===== config.mk =====
export PLATFORM = sky130hd
export DESIGN_NAME = dq_cell
export DESIGN_NICKNAME = d
export VERILOG_FILES = /design/src/design/dq_pkg.sv /design/src/design/dq_cell.sv
export SDC_FILE = /design/constraint.sdc
export NUM_CORES = 1
export LEC_CHECK = 0
export ABC_CLOCK_PERIOD_IN_PS = 3220
export BUFFER_PORTS_ARGS = -buffer_cell sky130_fd_sc_hd__buf_4
export CAP_MARGIN = 20
export CORE_ASPECT_RATIO = 1.1
export CORE_MARGIN = 1
export CORE_UTILIZATION = 41
export CTS_CLUSTER_SIZE = 20
export DETAILED_ROUTE_END_ITERATION = 10
export GPL_ROUTABILITY_DRIVEN = 0
export GPL_TIMING_DRIVEN = 0
export PLACE_DENSITY = 0.91
export SKIP_LAST_GASP = 1
export SLEW_MARGIN = 25
export SYNTH_ARGS = -nofsm -noshare
export SYNTH_HDL_FRONTEND = slang
export SYNTH_SLANG_ARGS = --single-unit

===== constraint.sdc =====
create_clock -name clock -period 3.22 [get_ports clock]
set_input_delay 0.644 -clock clock [delete_from_list [all_inputs] [get_ports clock]]
set_output_delay 0.644 -clock clock [all_outputs]
set_load 0.01 [all_outputs]

===== src/design/dq_pkg.sv =====
// ----------------------------------------------------------------------------
// dq_pkg
// Shared types and constants for the double-ended queue and its storage cells.
// ----------------------------------------------------------------------------
package dq_pkg;

   localparam int unsigned WORD_WIDTH = 32;
   localparam int unsigned MODE_WIDTH = 2;
   localparam int unsigned STATUS_WIDTH = 2;
   localparam int unsigned OP_COUNT_WIDTH = 32;

   localparam logic signed [WORD_WIDTH-1:0] EMPTY_WORD = -32'sd1;

   typedef enum logic [MODE_WIDTH-1:0] {
      MODE_PUSH_LEFT  = 2'd0,
      MODE_PUSH_RIGHT = 2'd1,
      MODE_POP_LEFT   = 2'd2,
      MODE_POP_RIGHT  = 2'd3
   } mode_type;

   typedef enum logic [STATUS_WIDTH-1:0] {
      STATUS_DONE       = 2'd0,
      STATUS_POP_EMPTY  = 2'd1,
      STATUS_PUSH_FULL  = 2'd2
   } status_type;

   // operation broadcast to every cell, already qualified by full and empty
   typedef struct packed {
      logic                  push_left;
      logic                  push_right;
      logic                  pop_left;
      logic                  pop_right;
      logic [WORD_WIDTH-1:0] word;
   } cmd_type;

endpackage


===== src/design/dq_cell.sv =====
// ----------------------------------------------------------------------------
// dq_cell
// One storage cell. Holds one slot of the left-packed row and one slot of the
// right-packed row, and shifts each towards a neighbour or loads the pushed word as the operation asks.
// ----------------------------------------------------------------------------
module dq_cell #(
   parameter int unsigned DEPTH = 256,
   parameter int unsigned INDEX = 0,
   localparam int unsigned CountWidth = $clog2(DEPTH + 1)
) (
   input  logic                                clock,
   input  dq_pkg::cmd_type                     cmd,
   input  logic [CountWidth-1:0]               held,
   input  logic [dq_pkg::WORD_WIDTH-1:0]       a_left_in,
   input  logic [dq_pkg::WORD_WIDTH-1:0]       a_right_in,
   input  logic [dq_pkg::WORD_WIDTH-1:0]       b_left_in,
   input  logic [dq_pkg::WORD_WIDTH-1:0]       b_right_in,
   output logic [dq_pkg::WORD_WIDTH-1:0]       a_out,
   output logic [dq_pkg::WORD_WIDTH-1:0]       b_out
);

   localparam logic [CountWidth-1:0] APos = CountWidth'(INDEX);
   localparam logic [CountWidth-1:0] BPos = CountWidth'(DEPTH - 1 - INDEX);

   logic [dq_pkg::WORD_WIDTH-1:0] a_ff, a_in;
   logic [dq_pkg::WORD_WIDTH-1:0] b_ff, b_in;

   // a row: leftmost word in cell 0; b row: rightmost word in the last cell
   always_comb begin
      a_in = a_ff;
      b_in = b_ff;
      if (cmd.push_left) begin
         a_in = a_left_in;
         if (held == BPos) begin
            b_in = cmd.word;
         end
      end else if (cmd.push_right) begin
         b_in = b_right_in;
         if (held == APos) begin
            a_in = cmd.word;
         end
      end else if (cmd.pop_left) begin
         a_in = a_right_in;
      end else if (cmd.pop_right) begin
         b_in = b_left_in;
      end
   end

   always_ff @(posedge clock) begin
      a_ff <= a_in;
      b_ff <= b_in;
   end

   assign a_out = a_ff;
   assign b_out = b_ff;

endmodule


==> results of run 1 <==
power breakdown:
group / total, W / internal [W] / switching, W
Clock: 0.000733 / 0.000434 / 0.000299
Combinational: 0.000567 / 0.000320 / 0.000247
Sequential: 0.00105 / 0.00103 / 0.0000251
worst max path at each step:
stage            start       end  slack [ns]  depth (start not counted)
2_1_floorplan  cmd[34]  a_out[0]        0.22                          3
3_3_place_gp   cmd[35]  b_out[2]       -0.70                          3
3_5_place_dp   cmd[34]  a_out[2]        0.78                          5
4_1_cts        cmd[34]  a_out[4]        1.12                          5
5_1_grt        cmd[34]  a_out[4]        1.04                          5
6_report       cmd[34]  a_out[4]        1.13                          5
cell families (layout without fill, tap and decap cells):
family	count (synthesis)	count (layout)	synth area share (%)
muxes	64	64	18.98
AOI/OAI and AO/OA	67	67	10.05
DFF	64	64	56.95
and+or+nand+nor	71	71	8.417
buffers and inverters	24	280	5.599
Yosys cell counts (all sizes together):
master / n / area share (%)
nand4: 1 / 0.19
a21oi: 1 / 0.15
clkbuf: 5 / 0.56
nand3: 1 / 0.15
o21ai: 64 / 9.5
o211ai: 1 / 0.22
nor2: 1 / 0.11
nand4b: 1 / 0.26
nor3: 1 / 0.15
inv: 2 / 0.22
nor4: 1 / 0.19
and4: 1 / 0.26
nand2: 64 / 7.1
o22ai: 1 / 0.19
edfxtp: 64 / 57
buf: 17 / 4.8
mux2i: 64 / 19
per-layer routing:
layer / vias to the layer above / global-route usage (%)
li1: 1564 / -
met1: 1523 / 26.52
met2: 178 / 47.34
met3: 20 / 5.607
met4: 0 / 13.15
met5: - / 0
flip-flops by register name, summed over array words and instances, names as in the netlist:
signal and cells:
a_out 32, b_out 32
layout make-up:
type | instances | area, sq um
plain buffers | 22 | 181.4
repair buffers | 240 | 1814
clock inverters | 4 | 68.82
inverters | 2 | 7.507
fillers | 589 | 2414
well taps | 108 | 135.1
flip-flops and latches | 64 | 1922
multi-input cells | 202 | 1277
clock buffers | 12 | 135.1
through the flow:
step	hold WS [ns]	TNS [ns]	util (%)
after detailed placement	0.9282	0	67.10
after global placement	0.9212	-39.92	66.29
final	0.5958	0	69.66
after CTS	0.5695	0	69.66
after floorplan	0.8311	0	-
after global routing	0.5769	0	69.66
==> reports/qor.yml, run 1 <==
status:
  status: "completed"
die:
  die_h_um: 97.15
  start_util_pct: 42.42
  io_pins: 238
  die_w_um: 88.50
  dieArea_sq_um: 8598
  rows: 34
  core_sq_um: 7955
power:
  p_leak_nw: 2.609
  irDropWorstVdd_v: 0.0002812
  total_power_w: 0.002350
  powerDensity_nw_per_um2: 424.0
sta:
  fin_crit_ns: 2.094
  rsz0062_at_grt: "false"
  worst_pin_slew_ns: 0.6213
  maxSlewHeadroom_pct: 58.40
  final_max_slew_viol_count: 0
  hold_violations: 0
  setup_viol: 0
  post-route-period-util_pct: 65.02
  fmax_ghz: 0.4776
  fin_ws_ns: 1.126
flow_run:
  drv_cap: 0
grt:
  grt_pass1_vias: 3482
  grt_pass1_wl_um: 16570
  grt_remaining_overflow: 0
  track_usage_pct: 25.76
  grt_max_degree: 20
  grt_antenna_before_repair: 0
routing:
  wl_met1_um: 3959
  met3_length_um: 746
  drt_wl_total_um: 10930
  route.detailed.drc: 0
  routedWlPerCell_um: 16.72
  drtIter0Drc: 113
  drt-vias-per-instance: 5.023
  drt-pass1-iter-count: 5
  ant_nets: 0
  routed.top_layer: "met4"
  vias: 3285
  wl_met2_um: 5970
finish:
  fin_area_sq_um: 5542
  final_cell_mix: "buf_4, mux2i_1, nand2_1, edfxtp_1, o21ai_0"
  final_common_cell: "buf_4"
  antennaDiodeCount: 0
  area_delta_synth_final_pct: 64.22
  final_cell_count_no_fill: 654
  final_nets: 715
  drive_gt1_share_pct: 49.45
clock_tree:
  clock-sinks: 64
  cts_buffer_depth: 2
  cts_resized: 0
  clockRootBuffer: "clkbuf_8"
  ctsHoldBuffers: 0
  cts_buffers: 9
  htree_levels: 3
  cts.clk_slew.worst_paths_ns: 0.07
  post-cts-setup-buffers: 0
  tritoncts: "yes"
worst_setup_path:
  cp_slowest_cell: "o211ai_1"
  arrival_ns: 2.11
  crit_path_end_kind: "flop"
  required_ns: 3.23
  crit_path_start_kind: "input port"
  crit_type: "input port to flop"
  path_buf_inv: 4
  cp_max_fo: 10
  critPathTopFamily: "buffers and inverters"
  critPathMaxStageDelay_ns: 0.54
  critical_path.cell_chain: "buf_4 -> buf_4 -> o211ai_1 -> buf_2 -> buf_2"
synthesis:
  ys_ff_latch: 64
  synth_cells: 290
  avgSynthCellArea_sq_um: 11.64
  seq_area_frac_synth_pct: 56.95
  ys_types: 21
  synth_nets: 464
  yosysWarnings: 0
  synth_area_sq_um: 3374
worst_hold_path:
  hp-class: "input port to flop"
  worst_hold_path.endpoint: "a_out[31]"
  min_from: "a_left_in[31]"
  holdPathStages: 3
place:
  dpl_worst_slack_ns: 0.7764
  dp_hpwl_um: 8676
  dpl_cell_area_sq_um: 5338
  port_buffers: 235
  placed_cells: 638
No activity file was read; power rests on OpenSTA's default activity.
==> run 2, diff against run 1 <==
--- a/config.mk
+++ b/config.mk
@@ -5,17 +5,17 @@
 export SDC_FILE = /design/constraint.sdc
 export NUM_CORES = 1
 export LEC_CHECK = 0
-export ABC_CLOCK_PERIOD_IN_PS = 3220
+export ABC_CLOCK_PERIOD_IN_PS = 1800
 export BUFFER_PORTS_ARGS = -buffer_cell sky130_fd_sc_hd__buf_4
 export CAP_MARGIN = 20
 export CORE_ASPECT_RATIO = 1.1
 export CORE_MARGIN = 1
-export CORE_UTILIZATION = 41
+export CORE_UTILIZATION = 37
 export CTS_CLUSTER_SIZE = 20
 export DETAILED_ROUTE_END_ITERATION = 10
 export GPL_ROUTABILITY_DRIVEN = 0
 export GPL_TIMING_DRIVEN = 0
-export PLACE_DENSITY = 0.91
+export PLACE_DENSITY = 0.87
 export SKIP_LAST_GASP = 1
 export SLEW_MARGIN = 25
 export SYNTH_ARGS = -nofsm -noshare
==> constraint.sdc (replaced) <==
create_clock -name clock -period 1.8 [get_ports clock]
set_input_delay 0.36 -clock clock [delete_from_list [all_inputs] [get_ports clock]]
set_output_delay 0.36 -clock clock [all_outputs]
set_load 0.01 [all_outputs]
==> run 2 against run 1 <==
  * Sequential share of layout area hardly changed
  * Largest power group unchanged
  * Final cell count grew 0.92%
  * Critical path type unchanged
  * Critical path depth stayed put
  * Design area hardly changed
  * Highest routed layer unchanged
  * Combinational power up 82%
  * Via count is 0.58% higher
  * Non-clock buffer count is 1 higher
  * Power increased by 73%
  * Sequential power rose by 79%
  * Utilization down 7.2 points
==> reports/qor.yml, run 2 (synthesis results as in run 1) <==
clock_tree:
  cts_buffers: 9
  htree_levels: 3
  ctsHoldBuffers: 0
  clockRootBuffer: "clkbuf_8"
  cts.clk_slew.worst_paths_ns: 0.07
  tritoncts: "yes"
  clock-sinks: 64
  cts_buffer_depth: 2
routing:
  ant_nets: 0
  drt-vias-per-instance: 5.006
  routedWlPerCell_um: 16.82
  drt-pass1-iter-count: 4
  vias: 3304
  drtIter0Drc: 83
  drt_wl_total_um: 11100
  route.detailed.drc: 0
grt:
  grt_remaining_overflow: 0
  grt_max_degree: 33
  grt_use_met1_pct: 23.22
  grt_util_met2_pct: 42.82
  grt_antenna_before_repair: 0
  grt_pass1_wl_um: 16010
  track_usage_pct: 22.83
  grt-busiest-layer: "met2"
  grtUsageMet3_pct: 5.580
  grt_pass1_vias: 3282
place:
  dpl_worst_slack_ns: -0.5202
  dp_hpwl_um: 8785
  port_buffers: 235
  dpl_cell_area_sq_um: 5338
sta:
  tns_ns: 0
  fin_ws_ns: 0.1530
  fin_crit_ns: 1.647
  holdWs_ns: 0.3133
  final_max_slew_viol_count: 0
  maxSlewHeadroom_pct: 51.16
  setup_viol: 0
  rsz0062_at_grt: "false"
  hold_violations: 0
  fmax_ghz: 0.6072
  post-route-period-util_pct: 91.50
  worst_pin_slew_ns: 0.7327
worst_setup_path:
  crit_path_end_kind: "flop"
  path_buf_inv: 2
  cp_slowest_cell: "o22ai_4"
  required_ns: 1.83
  cp_max_fo: 19
  critPathTopFamily: "compound AO/OA/AOI/OAI gates"
  critPathMaxStageDelay_ns: 0.59
  arrival_ns: 1.68
  crit_path_start_kind: "input port"
  critical_path.cell_chain: "buf_4 -> and4_1 -> nand3_1 -> o22ai_4 -> buf_8"
  cp_num_cells: 5
  crit_type: "input port to flop"
finish:
  final_nets: 716
  final_core_util_pct: 62.42
  area_delta_synth_final_pct: 64.15
  drive_gt1_share_pct: 49.82
  final_cell_mix: "buf_4, mux2i_1, nand2_1, edfxtp_1, o21ai_0"
  antennaDiodeCount: 0
  final_common_cell: "buf_4"
  fin_area_sq_um: 5539
power:
  p_seq_share_pct: 46.3
  p_sw_w: 0.001023
  power.share.clock_pct: 28.4
  powerDensity_nw_per_um2: 732.0
  intPower_w: 0.003032
  combPwrFrac_pct: 25.4
  p_leak_nw: 2.608
  irDropWorstVdd_v: 0.0003636
  sw_frac_of_total_pct: 25.22
die:
  dieArea_sq_um: 9507
  start_util_pct: 38.03
  die_h_um: 102.2
  die_w_um: 93.06
  core_sq_um: 8874
  io_pins: 238
  rows: 36
status:
  status: "completed"
worst_hold_path:
  holdPathStages: 3
  hp-class: "input port to flop"
flow_run:
  drv_cap: 0
run 2: layer usage:
layer,wire (um),vias up
met5,0,-
met1,4069,1527
met3,785,33
met4,333,0
li1,-,1564
met2,5911,180
run 2: cell type report:
| class | instances | area, sq um |
|---|---|---|
| plain buffers | 22 | 198.9 |
| clock buffers | 10 | 127.6 |
| clock inverters | 5 | 48.80 |
| fillers | 716 | 3334 |
| inverters | 2 | 7.507 |
| multi-input cells | 202 | 1277 |
| flip-flops and latches | 64 | 1922 |
| well taps | 114 | 142.6 |
| repair buffers | 241 | 1814 |
run 2: per-stage QoR:
step / power, W / instances
2_1_floorplan: 0.002291 / 290
6_report: 0.004055 / 660
3_3_place_gp: 0.002896 / 639
5_1_grt: 0.004212 / 660
3_5_place_dp: 0.002935 / 643
4_1_cts: 0.004084 / 659
run 2: path summary, 6_finish.rpt:
kind / end / from
max: b_out[5] / held[6]
min: a_out[24] / a_left_in[24]
run 2: power groups by stage:
| stage | registers, W | clock network [W] | logic [W] |
|---|---|---|---|
| floorplan | 0.00200 | 0 | 0.000292 |
| global placement | 0.00191 | 0 | 0.000988 |
| detailed placement | 0.00191 | 0 | 0.00102 |
| CTS | 0.00188 | 0.00117 | 0.00103 |
| global route | 0.00189 | 0.00122 | 0.00110 |
| finish | 0.00188 | 0.00115 | 0.00103 |
run 2: timing repair:
item | 4_1_cts | 5_1_grt
setup endpoints to repair | 8 | 8
buffers inserted | 1 | 0
resized for setup | 0 | 1
pin swaps | 1 | 0
cloned | 0 | 0
